--- config.mk ---
export PLATFORM = sky130hd
export DESIGN_NAME = touch_report_decoder
export DESIGN_NICKNAME = d
export VERILOG_FILES = /design/src/hdl/trd_pkg.sv /design/src/hdl/trd_judge.sv /design/src/hdl/touch_report_decoder.sv
export VERILOG_INCLUDE_DIRS = /design/src /design/src/hdl
export SDC_FILE = /design/constraint.sdc
export NUM_CORES = 1
export LEC_CHECK = 0
export ABC_CLOCK_PERIOD_IN_PS = 3070
export BUFFER_PORTS_ARGS = -buffer_cell sky130_fd_sc_hd__buf_2
export CORE_ASPECT_RATIO = 1.1
export CORE_MARGIN = 1.5
export CORE_UTILIZATION = 50
export CTS_BUF_LIST = sky130_fd_sc_hd__clkbuf_4 sky130_fd_sc_hd__clkbuf_8
export DETAILED_ROUTE_END_ITERATION = 7
export PLACE_DENSITY = 0.71
export SLEW_MARGIN = 30
export SYNTH_ARGS = -nofsm -noshare
export SYNTH_HDL_FRONTEND = slang
export SYNTH_SLANG_ARGS = --single-unit
export TNS_END_PERCENT = 30
--- constraint.sdc ---
create_clock -name clk -period 3.07 [get_ports clk]
set_input_delay 0.7675 -clock clk [delete_from_list [all_inputs] [get_ports clk]]
set_output_delay 0.7675 -clock clk [all_outputs]
set_load 0.03 [all_outputs]
--- src/hdl/touch_report_decoder_defines.svh ---
// Assertion macros shared by the decoder RTL.
`ifndef TOUCH_REPORT_DECODER_DEFINES_SVH
`define TOUCH_REPORT_DECODER_DEFINES_SVH

// Same-cycle implication, sampled on clk, off during reset.
`define TRD_ASSERT_NOW(lbl, ante, cons, msg) \
	lbl: assert property (@(posedge clk) disable iff (!arst_n) (ante) |-> (cons)) else $error(msg);

// Next-cycle implication, sampled on clk, off during reset.
`define TRD_ASSERT_NEXT(lbl, ante, cons, msg) \
	lbl: assert property (@(posedge clk) disable iff (!arst_n) (ante) |=> (cons)) else $error(msg);

`endif

--- src/hdl/trd_pkg.sv ---
package trd_pkg;

	localparam int POINTS     = 2;
	localparam int SLOT_W     = 1;
	localparam int HDR_LEN    = 3;
	localparam int REC_LEN    = 6;
	localparam int REPORT_LEN = HDR_LEN + REC_LEN * POINTS;
	localparam int POS_W      = 5;
	localparam int REC_K_W    = 3;
	localparam int COORD_W    = 12;
	localparam int RES_W      = 13;
	localparam int CNT_W      = 3;
	localparam int REC_KEPT   = 4;

	localparam logic [POS_W-1:0]   COUNT_POS  = POS_W'(2);
	localparam logic [POS_W-1:0]   FIRST_REC  = POS_W'(HDR_LEN);
	localparam logic [POS_W-1:0]   LAST_POS   = POS_W'(REPORT_LEN - 1);
	localparam logic [REC_K_W-1:0] REC_LAST_K = REC_K_W'(REC_LEN - 1);
	localparam logic [REC_K_W-1:0] REC_KEPT_K = REC_K_W'(REC_KEPT);
	localparam logic [CNT_W-1:0]   MAX_COUNT  = CNT_W'(POINTS);
	localparam logic [RES_W-1:0]   RES_RESET  = 13'h1000;
	localparam logic [SLOT_W-1:0]  LAST_SLOT  = SLOT_W'(POINTS - 1);

	// Register indexes on the configuration port.
	typedef enum logic [0:0] {
		REG_RES_X = 1'b0,
		REG_RES_Y = 1'b1
	} reg_idx_t;

	// First four bytes of a point record; the last two carry nothing used.
	typedef struct packed {
		logic [7:0] b3;
		logic [7:0] b2;
		logic [7:0] b1;
		logic [7:0] b0;
	} rec_t;

	// Verdict on one completed record.
	typedef struct packed {
		logic               take;
		logic [SLOT_W-1:0]  slot;
		logic [COORD_W-1:0] x;
		logic [COORD_W-1:0] y;
	} judge_t;

endpackage

--- src/hdl/trd_judge.sv ---
module trd_judge
	import trd_pkg::*;
(
	input  rec_t             rec,
	input  logic [CNT_W-1:0] point_count,
	input  logic [RES_W-1:0] res_x,
	input  logic [RES_W-1:0] res_y,
	output judge_t           verdict
);

	logic [3:0]         slot_raw;
	logic [COORD_W-1:0] x;
	logic [COORD_W-1:0] y;
	logic               lifted;
	logic               slot_ok;
	logic               x_ok;
	logic               y_ok;

	assign slot_raw = rec.b2[7:4];
	assign x        = {rec.b0[3:0], rec.b1};
	assign y        = {rec.b2[3:0], rec.b3};
	assign lifted   = rec.b0[6];
	assign slot_ok  = slot_raw < 4'(POINTS);
	assign x_ok     = {1'b0, x} < res_x;
	assign y_ok     = {1'b0, y} < res_y;

	// Drop empty reports, lifted records, foreign slots and off-panel points.
	always_comb begin
		verdict.take = (point_count != '0) && !lifted && slot_ok && x_ok && y_ok;
		verdict.slot = slot_raw[SLOT_W-1:0];
		verdict.x    = x;
		verdict.y    = y;
	end

endmodule

--- src/hdl/touch_report_decoder.sv ---
// Results appear the cycle after the last report byte is accepted, then one per cycle while out_stall is low.
// Throughput: one byte per cycle while in_stall is low; a report of 15 bytes yields 2 slot results.
// The only input stall is on a last byte while the previous report's results are still held.
// Reset (arst_n low, asynchronous): byte position, count, error flag, slot latches and
// output valid clear; res_x and res_y return to 4096. Record bytes are not reset.
`include "touch_report_decoder_defines.svh"

module touch_report_decoder
	import trd_pkg::*;
(
	input  logic               clk,
	input  logic               arst_n,
	// byte input
	input  logic               in_valid,
	output logic               in_stall,
	input  logic [7:0]         data_byte,
	input  logic               read_error,
	// slot results
	output logic               out_valid,
	input  logic               out_stall,
	output logic [SLOT_W-1:0]  slot_index,
	output logic               contact,
	output logic [COORD_W-1:0] pos_x,
	output logic [COORD_W-1:0] pos_y,
	output logic               any_touch,
	output logic               report_invalid,
	output logic               last,
	// configuration writes
	input  logic               cfg_valid,
	output logic               cfg_ready,
	input  logic [0:0]         cfg_index,
	input  logic [RES_W-1:0]   cfg_data
);

	// Configuration registers.
	logic [RES_W-1:0] res_x_q;
	logic [RES_W-1:0] res_y_q;

	// Report parsing state.
	logic [POS_W-1:0]   pos_q;
	logic [REC_K_W-1:0] rec_k_q;
	logic [CNT_W-1:0]   count_q;
	logic               err_q;
	logic [7:0]         rec_b_q [REC_KEPT];

	// Per-slot latches, built up as records complete.
	logic               slot_on_q [POINTS];
	logic [COORD_W-1:0] slot_x_q  [POINTS];
	logic [COORD_W-1:0] slot_y_q  [POINTS];
	logic               slot_on_n [POINTS];
	logic [COORD_W-1:0] slot_x_n  [POINTS];
	logic [COORD_W-1:0] slot_y_n  [POINTS];

	// Result buffer: a full report's worth, drained one slot per transfer.
	logic               out_valid_q;
	logic [SLOT_W-1:0]  out_idx_q;
	logic               res_on_q [POINTS];
	logic [COORD_W-1:0] res_x_o_q [POINTS];
	logic [COORD_W-1:0] res_y_o_q [POINTS];
	logic               any_q;
	logic               inv_q;

	logic   in_xfer;
	logic   out_xfer;
	logic   in_record;
	logic   rec_done;
	logic   rpt_done;
	logic   invalid_n;
	logic   any_n;
	rec_t   rec;
	judge_t verdict;

	assign cfg_ready = 1'b1;

	// Hold a last byte back only while the previous report still sits in the buffer.
	assign in_stall  = out_valid_q && (pos_q == LAST_POS);
	assign in_xfer   = in_valid && !in_stall;
	assign out_xfer  = out_valid_q && !out_stall;
	assign in_record = pos_q >= FIRST_REC;
	assign rec_done  = in_record && (rec_k_q == REC_LAST_K);
	assign rpt_done  = pos_q == LAST_POS;

	// Config writes must land only while idle; the user keeps to that, the block does not enforce it.
	always_ff @(posedge clk or negedge arst_n) begin
		if (!arst_n) begin
			res_x_q <= RES_RESET;
			res_y_q <= RES_RESET;
		end else if (cfg_valid && cfg_ready) begin
			case (reg_idx_t'(cfg_index))
				REG_RES_X: res_x_q <= cfg_data;
				REG_RES_Y: res_y_q <= cfg_data;
				default:   ;
			endcase
		end
	end

	// Record bytes 0..3 as stored; byte 4 and 5 are only counted.
	assign rec.b0 = rec_b_q[0];
	assign rec.b1 = rec_b_q[1];
	assign rec.b2 = rec_b_q[2];
	assign rec.b3 = rec_b_q[3];

	trd_judge u_judge (
		.rec         (rec),
		.point_count (count_q),
		.res_x       (res_x_q),
		.res_y       (res_y_q),
		.verdict     (verdict)
	);

	// Apply the verdict when a record's final byte is accepted; later records overwrite.
	always_comb begin
		for (int i = 0; i < POINTS; i++) begin
			slot_on_n[i] = slot_on_q[i];
			slot_x_n[i]  = slot_x_q[i];
			slot_y_n[i]  = slot_y_q[i];
			if (rec_done && verdict.take && (verdict.slot == SLOT_W'(i))) begin
				slot_on_n[i] = 1'b1;
				slot_x_n[i]  = verdict.x;
				slot_y_n[i]  = verdict.y;
			end
		end
	end

	// Report verdict, counting the error flag of the last byte itself.
	always_comb begin
		invalid_n = err_q || read_error || (count_q > MAX_COUNT);
		any_n     = 1'b0;
		for (int i = 0; i < POINTS; i++) begin
			any_n = any_n || slot_on_n[i];
		end
		any_n = any_n && !invalid_n;
	end

	// Parse state: advance per accepted byte, clear after the last one.
	always_ff @(posedge clk or negedge arst_n) begin
		if (!arst_n) begin
			pos_q   <= '0;
			rec_k_q <= '0;
			count_q <= '0;
			err_q   <= 1'b0;
			for (int i = 0; i < POINTS; i++) begin
				slot_on_q[i] <= 1'b0;
				slot_x_q[i]  <= '0;
				slot_y_q[i]  <= '0;
			end
		end else if (in_xfer) begin
			if (rpt_done) begin
				pos_q   <= '0;
				rec_k_q <= '0;
				count_q <= '0;
				err_q   <= 1'b0;
				for (int i = 0; i < POINTS; i++) begin
					slot_on_q[i] <= 1'b0;
					slot_x_q[i]  <= '0;
					slot_y_q[i]  <= '0;
				end
			end else begin
				pos_q <= pos_q + POS_W'(1);
				err_q <= err_q || read_error;
				if (pos_q == COUNT_POS) begin
					count_q <= data_byte[CNT_W-1:0];
				end
				if (in_record) begin
					rec_k_q <= rec_done ? '0 : rec_k_q + REC_K_W'(1);
				end
				for (int i = 0; i < POINTS; i++) begin
					slot_on_q[i] <= slot_on_n[i];
					slot_x_q[i]  <= slot_x_n[i];
					slot_y_q[i]  <= slot_y_n[i];
				end
			end
		end
	end

	// Capture record payload bytes; no reset, each is written before it is judged.
	always_ff @(posedge clk) begin
		if (in_xfer && in_record && (rec_k_q < REC_KEPT_K)) begin
			rec_b_q[rec_k_q[1:0]] <= data_byte;
		end
	end

	// Result buffer control: load on the last byte, drain one slot per transfer.
	always_ff @(posedge clk or negedge arst_n) begin
		if (!arst_n) begin
			out_valid_q <= 1'b0;
			out_idx_q   <= '0;
		end else if (in_xfer && rpt_done) begin
			out_valid_q <= 1'b1;
			out_idx_q   <= '0;
		end else if (out_xfer) begin
			if (out_idx_q == LAST_SLOT) begin
				out_valid_q <= 1'b0;
			end
			out_idx_q <= out_idx_q + SLOT_W'(1);
		end
	end

	// Result payload; a released or invalid slot reads as zero position.
	always_ff @(posedge clk) begin
		if (in_xfer && rpt_done) begin
			any_q <= any_n;
			inv_q <= invalid_n;
			for (int i = 0; i < POINTS; i++) begin
				res_on_q[i]  <= slot_on_n[i] && !invalid_n;
				res_x_o_q[i] <= (slot_on_n[i] && !invalid_n) ? slot_x_n[i] : '0;
				res_y_o_q[i] <= (slot_on_n[i] && !invalid_n) ? slot_y_n[i] : '0;
			end
		end
	end

	assign out_valid      = out_valid_q;
	assign slot_index     = out_idx_q;
	assign contact        = res_on_q[out_idx_q];
	assign pos_x          = res_x_o_q[out_idx_q];
	assign pos_y          = res_y_o_q[out_idx_q];
	assign any_touch      = any_q;
	assign report_invalid = inv_q;
	assign last           = out_idx_q == LAST_SLOT;

	`TRD_ASSERT_NOW(a_pos_range, 1'b1, pos_q <= LAST_POS, "byte position past report end")
	`TRD_ASSERT_NOW(a_hdr_k_zero, !in_record, rec_k_q == '0, "record offset moved in header")
	`TRD_ASSERT_NEXT(a_load_first, in_xfer && rpt_done, out_valid && (slot_index == '0),
		"report end did not present the first slot")
	`TRD_ASSERT_NOW(a_invalid_clear, out_valid && report_invalid,
		!contact && !any_touch && (pos_x == '0) && (pos_y == '0),
		"invalid report shows a contact")
	`TRD_ASSERT_NOW(a_release_zero, out_valid && !contact, (pos_x == '0) && (pos_y == '0),
		"released slot carries a position")

endmodule
Yosys cells after proc, flatten, opt, wreduce, memory -nomap -nowiden
Memories as Yosys holds them, arrays and structs flattened.
Cells that the tools add are included.
{"block": "totals", "ff_bits": 92, "ram_bits": 82, "inputBits": 28, "output_inout_bits": 32, "elab_cells": 97, "mem_count": 4}
{"memory": "rec_b_q", "words": 4, "word_bits": 8, "read_ports": 4, "rd_ports_with_merged_regs": 0, "wr": 1, "line_no": "touch_report_decoder.sv:44", "text": "logic [7:0] rec_b_q [REC_KEPT];"}
{"memory": "res_x_o_q", "words": 2, "word_bits": 12, "read_ports": 1, "rd_ports_with_merged_regs": 0, "wr": 2, "line_no": "touch_report_decoder.sv:58", "text": "logic [COORD_W-1:0] res_x_o_q [POINTS];"}
{"memory": "res_y_o_q", "words": 2, "word_bits": 12, "read_ports": 1, "rd_ports_with_merged_regs": 0, "wr": 2, "line_no": "touch_report_decoder.sv:59", "text": "logic [COORD_W-1:0] res_y_o_q [POINTS];"}
{"memory": "res_on_q", "words": 2, "word_bits": 1, "read_ports": 1, "rd_ports_with_merged_regs": 0, "wr": 2, "line_no": "touch_report_decoder.sv:57", "text": "logic res_on_q [POINTS];"}
{"block": "classes", "add_sub_neg": 3, "magnitude_cmp": 6, "n_eq_ne": 3, "mux": 29, "n_bitwise": 2, "n_reduce_logical": 34}
{"cell": "two-way mux 12 bit", "n": 8}
{"cell": "two-way mux 24 bit", "n": 2}
{"cell": "less-than comparator 12 x 13 -> 1 bit", "n": 2}
{"cell": "logical AND 1 bit", "n": 17}
{"cell": "two-way mux 3 bit", "n": 5}
{"cell": "two-way mux 1 bit", "n": 12}
{"cell": "AND reduction 2 bit", "n": 5}
{"cell": "nonzero test 2 bit", "n": 4}
{"cell": "adder 5 x 1 -> 5 bit, second input constant", "n": 1}
{"cell": "equality test 5 x 2 -> 1 bit, second input constant", "n": 1}
{"cell": "equality test 5 x 4 -> 1 bit, second input constant", "n": 1}
{"cell": "greater-or-equal comparator 5 x 2 -> 1 bit, second input constant", "n": 1}
{"cell": "two-way mux 5 bit", "n": 1}
{"cell": "zero test 1 bit", "n": 4}
{"cell": "less-than comparator 4 x 2 -> 1 bit, second input constant", "n": 1}
{"cell": "adder 3 x 1 -> 3 bit, second input constant", "n": 1}
{"cell": "equality test 3 bit, second input constant", "n": 1}
{"cell": "> comparator 3 x 2 -> 1 bit, second input constant", "n": 1}
{"cell": "logical OR 1 bit", "n": 3}
{"cell": "less-than comparator 3 bit, second input constant", "n": 1}
{"cell": "nonzero test 3 bit", "n": 1}
{"cell": "two-way mux 2 bit", "n": 1}
{"cell": "inverter 1 bit", "n": 2}
{"cell": "adder 1 bit, second input constant", "n": 1}

Longest topological paths before layout
An unclocked memory read counts as a cell.
{"block": "depth", "word_depth": 11, "depth_mapped": 11, "ltp_nobuf": 8}

Hierarchy
From an unflattened synthesis, not the netlist that was laid out.
{"block": "hier_totals", "hier_cells": 643, "hier_area_um2": 7905.1}
{"mod": "touch_report_decoder", "instances": 1, "cells_each": 535, "area_per_inst_um2": 7126.8, "seq_area_each_um2": 4777.1}
{"mod": "trd_judge", "instances": 1, "cells_each": 108, "area_per_inst_um2": 778.2, "seq_area_each_um2": 0.0}

Least setup slack after synthesis
No wires, ideal clock.
{"block": "synth_timing", "path_type": "reg2reg", "from": "register pos_q[0]", "to": "register any_q, in the netlist any_touch (enable)", "setup_ns": 0.410, "t_arrival_ns": 2.712, "required_time_ns": 2.660, "setup_slack_ns": -0.052, "stages_incl_launch_ff": 10, "n_path_buf": 2, "period_less_slack_ns": 3.122, "cell_sequence": "dfrtp_1 -> inv_1 -> ha_1 -> and4b_1 -> clkbuf_1 -> nand2_1 -> and2_1 -> clkbuf_1 -> nand2_1 -> inv_1"}
{"block": "synth_between", "elab_chain_cells": 5}
{"item": "start: declaration", "line_no": "touch_report_decoder.sv:40", "text": "logic [POS_W-1:0] pos_q;"}
{"item": "start signal: assignment", "line_no": "touch_report_decoder.sv:159", "text": "pos_q <= pos_q + POS_W'(1);"}
{"item": "equality test 5 x 4 -> 1 bit *", "line_no": "touch_report_decoder.sv:76, touch_report_decoder.sv:81"}
{"item": "logical AND 1 bit", "line_no": "touch_report_decoder.sv:76", "text": "assign in_stall = out_valid_q && (pos_q == LAST_POS);"}
{"item": "zero test 1 bit", "line_no": "touch_report_decoder.sv:77", "text": "assign in_xfer = in_valid && !in_stall;"}
{"item": "logical AND 1 bit", "line_no": "touch_report_decoder.sv:77"}
{"item": "logical AND 1 bit *", "line_no": "touch_report_decoder.sv:201", "text": "if (in_xfer && rpt_done) begin"}
{"item": "end signal: assignment", "line_no": "touch_report_decoder.sv:202", "text": "any_q <= any_n;"}
{"item": "end: declaration", "line_no": "touch_report_decoder.sv:60", "text": "logic any_q;"}
Every way passes the cells marked *; elsewhere a longest branch is shown, timed or not.
A chain may end at the register's enable or synchronous reset.

==> results_dict.tcl <==
set metrics [dict create \
    status "completed" \
    path_cells "ha_1, a21oi_1, o21ai_0, a22oi_1, and2_1, and4_1, a22o_1" \
    synth_seq_cells 171 \
    grt_usage 0.231 \
    die_w_microns 121 \
    nets 755 \
    grt_pass1_wl_microns 27900 \
    cts.hold.buffers_added 0 \
    finalMaxSlewViolations 0 \
    async_flop_share 0.526 \
    grt_max_degree 91 \
    fillCellCount 1280 \
    cp_top_family "simple AND/OR/NAND/NOR gates" \
    grt_pass1_vias 5241 \
    fp.dieH_microns 133 \
    multi_input_area_sq_mm 0.00268 \
    worst_pin_slew_ns 1.05 \
    vias_per_cell 5.80 \
    rsz0062_at_grt "no" \
    clk_latency_ns 0.47 \
    avgSynthCellArea_sq_um 11.9 \
    gp_congestion 0.964 \
    cts.sinks 171 \
    worst_ep_required_time_ns 3.46 \
    wire_per_inst_microns 19.4 \
    crit_buf_inv 0 \
    path_depth 7 \
    dpl.hpwl_microns 12000 \
    crit_path_end_kind "flip-flop" \
    r2r_start "rec_b_q[2][0]$_DFFE_PP_" \
    clock.fmax_mhz 347 \
    die_area_sq_mm 0.0162 \
    drv_cap 0 \
    clockBufferDepth 2 \
    syn_to_final_growth_pct 11.2 \
    postRouteWirelength_microns 17600 \
    num_vias 5270 \
    regArea_sq_mm 0.00469 \
    tns_ns 0 \
    critPathKind "reg -> reg" \
    synth_edf_count 81 \
    drive_gt1_frac 0.221 \
    yosysUniqueCellTypes 45 \
    drtAntennaViolNets 0 \
    post_cts_resized 0 \
    drtIter0Drc 443 \
    antenna_found_initial 0 \
    syn_area_sq_mm 0.00771 \
    io_pins 60 \
    ir_drop_uv 381 \
    crit_path_max_fanout 24 \
    slew_headroom 0.302 \
    cts_made_buffers 17 \
    power.density_mw_per_mm2 647 \
    crit_slowest_cell "and4_1" \
    drtPass1Iterations 4 \
    syn_nets 703 \
    setup_violations 0 \
    worstSetupStartpoint "rec_b_q[2][0]$_DFFE_PP_" \
    rr_worst_depth 7 \
    fin_cells 908 \
    ys_warn_count 0 \
    min_path_type "in -> async" \
    dp_cells 876 \
    synthCells 647 \
    drc 0 \
    cts_tree "built" \
    start_util 0.512 \
    gr-total-overflow 0 \
    port_buffers 58 \
    period_needed_ns 2.88 \
    r2r_slack_ns 0.19 \
    leakagePower_nw 3.41 \
    clock-root-buffer "clkbuf_8" \
    post_cts_buffers 0 \
    ys_seq_area_frac 0.608 \
    coreArea_sq_mm 0.0151 \
    r2r_end "slot_x_q[10]$_DFFE_PN0P_" \
    crit_arrival_ns 3.27 \
    hold_viol_final 0 \
    h-tree-depth 4 \
    finClkSkew_ns 0.0166 \
    ys.flop_type "dfrtp_1" \
    cpPeakStageDelay_ns 0.77 \
    antenna_cells 0 \
    crit_path_start_kind "flip-flop" \
    worstSetupEndpoint "slot_x_q[10]$_DFFE_PN0P_" \
    row_count 47 \
    clkTransAtPathRegs_ns 0.08 \
    min_period_over_period 0.939 \
]
[worst reg2reg max path: cells and delay by family, from the launching register on]
family	cells	cell delay (ns)
AND/OR/NAND/NOR	2	0.98
AO/OA/AOI/OAI	4	0.94
flip-flops	1	0.52
adder cells (fa/ha/maj)	1	0.38
[cell families (layout without fill, tap and decap cells)]
logic type                 count (synthesis)  count (layout)  share of synthesized area
DFF                                      171             171                      0.608
buffers and inverters                     73             138                     0.0446
adders and majority gates                 28              28                     0.0454
other                                      1               1                   0.000486
xor gates and xnor gates                   1               1                    0.00114
and+or+nand+nor                          181             181                      0.110
muxes                                     40              40                     0.0584
AOI/OAI and AO/OA                        152             152                      0.132
[Yosys cell counts, types with 2 or more instances]
library cell / count / share of area
buf_4: 7 / 0.0068
edfxtp_1: 81 / 0.32
nand2_1: 84 / 0.041
nand3_1: 51 / 0.033
o21ai_0: 27 / 0.018
buf_6: 5 / 0.0073
and2_1: 6 / 0.0049
buf_1: 6 / 0.0029
o211ai_1: 2 / 0.0019
buf_2: 5 / 0.0032
dfrtp_1: 88 / 0.29
and4_1: 2 / 0.0023
dfstp_2: 2 / 0.0068
a21oi_1: 58 / 0.038
nand2b_1: 2 / 0.0016
inv_1: 31 / 0.015
nor3_1: 3 / 0.0019
a2111oi_0: 2 / 0.0023
and4b_1: 2 / 0.0026
ha_1: 28 / 0.045
nand4_1: 5 / 0.0041
clkbuf_1: 19 / 0.0092
a21o_1: 2 / 0.0019
a31oi_1: 2 / 0.0016
a22o_1: 49 / 0.056
nor2_1: 15 / 0.0073
a22oi_1: 2 / 0.0019
nor2b_1: 4 / 0.0032
nor3b_1: 2 / 0.0019
mux2_2: 40 / 0.058
[worst min-delay path by stage]
stage                                     to  slack [ns]  depth (start not counted)
floorplan                  err_q$_DFFE_PN0P_        0.46                          2
global placement    slot_y_q[16]$_DFFE_PN0P_        0.48                          1
detailed placement  slot_y_q[19]$_DFFE_PN0P_        0.48                          1
CTS                   res_x_q[2]$_DFFE_PN0P_        0.34                          2
global route          res_x_q[7]$_DFFE_PN0P_        0.37                          2
finish                res_x_q[7]$_DFFE_PN0P_        0.35                          2
[flip-flops by register name, indices dropped and copies added, names as in the netlist, 2 cells and up]
signal     count
rec_b_q       29
res_x_o_q     24
res_y_o_q     24
slot_x_q      24
slot_y_q      24
res_x_q       13
res_y_q       13
pos_q          5
count_q        3
rec_k_q        3
res_on_q       2
slot_on_q      2
[cell usage in the layout (no fill, tap or decap), types with 2 or more instances in the layout]
cell type,instances
a21oi_1,58
nor3b_1,2
mux2_2,40
nor2_1,15
and4b_1,2
o21ai_0,27
dfstp_2,2
nand2_1,84
ha_1,28
buf_4,14
buf_12,4
a22oi_1,2
a21o_1,2
nor2b_1,4
a31oi_1,2
a22o_1,49
and2_1,6
clkbuf_4,6
dfrtp_1,88
inv_1,30
nand3_1,51
a2111oi_0,2
and4_1,2
clkinv_2,2
nand2b_1,2
edfxtp_1,81
clkbuf_8,19
o211ai_1,2
inv_4,2
nor3_1,3
nand4_1,5
clkinvlp_4,3
buf_2,57
[per-layer routing]
metal | up-vias | global-route usage | share of wire
li1 | 2447 | - | -
met1 | 2565 | 0.303 | 0.41
met2 | 215 | 0.363 | 0.49
met3 | 43 | 0.0497 | 0.070
met4 | 0 | 0.115 | 0.035
met5 | - | 0 | 0
[power breakdown]
part,switching (mW),internal [mW]
sequential,0.216,2.62
clock,0.762,0.736
combinational,0.765,0.452
[stage by stage]
stage / power [mW] / hold slack, ns / cell area, sq um / setup WS [ns] / utilization
after floorplan: 3.70 / 0.464 / 7710 / 0.239 / -
after global placement: 4.05 / 0.482 / 8200 / 0.323 / 0.545
after detailed placement: 4.10 / 0.481 / 8200 / 0.202 / 0.545
after CTS: 5.60 / 0.341 / 8580 / 0.210 / 0.570
after global routing: 5.83 / 0.368 / 8580 / 0.0163 / 0.570
final: 5.55 / 0.347 / 8580 / 0.188 / 0.570
[cell type report]
cell class / count / share of cell area
Tap cell: 196 / 0.0286
Timing Repair Buffer: 75 / 0.0549
Sequential cell: 171 / 0.546
Clock inverter: 7 / 0.00788
Clock buffer: 25 / 0.0357
Multi-Input combinational cell: 403 / 0.312
Inverter: 31 / 0.0140
(Power assumes the default switching activity.)
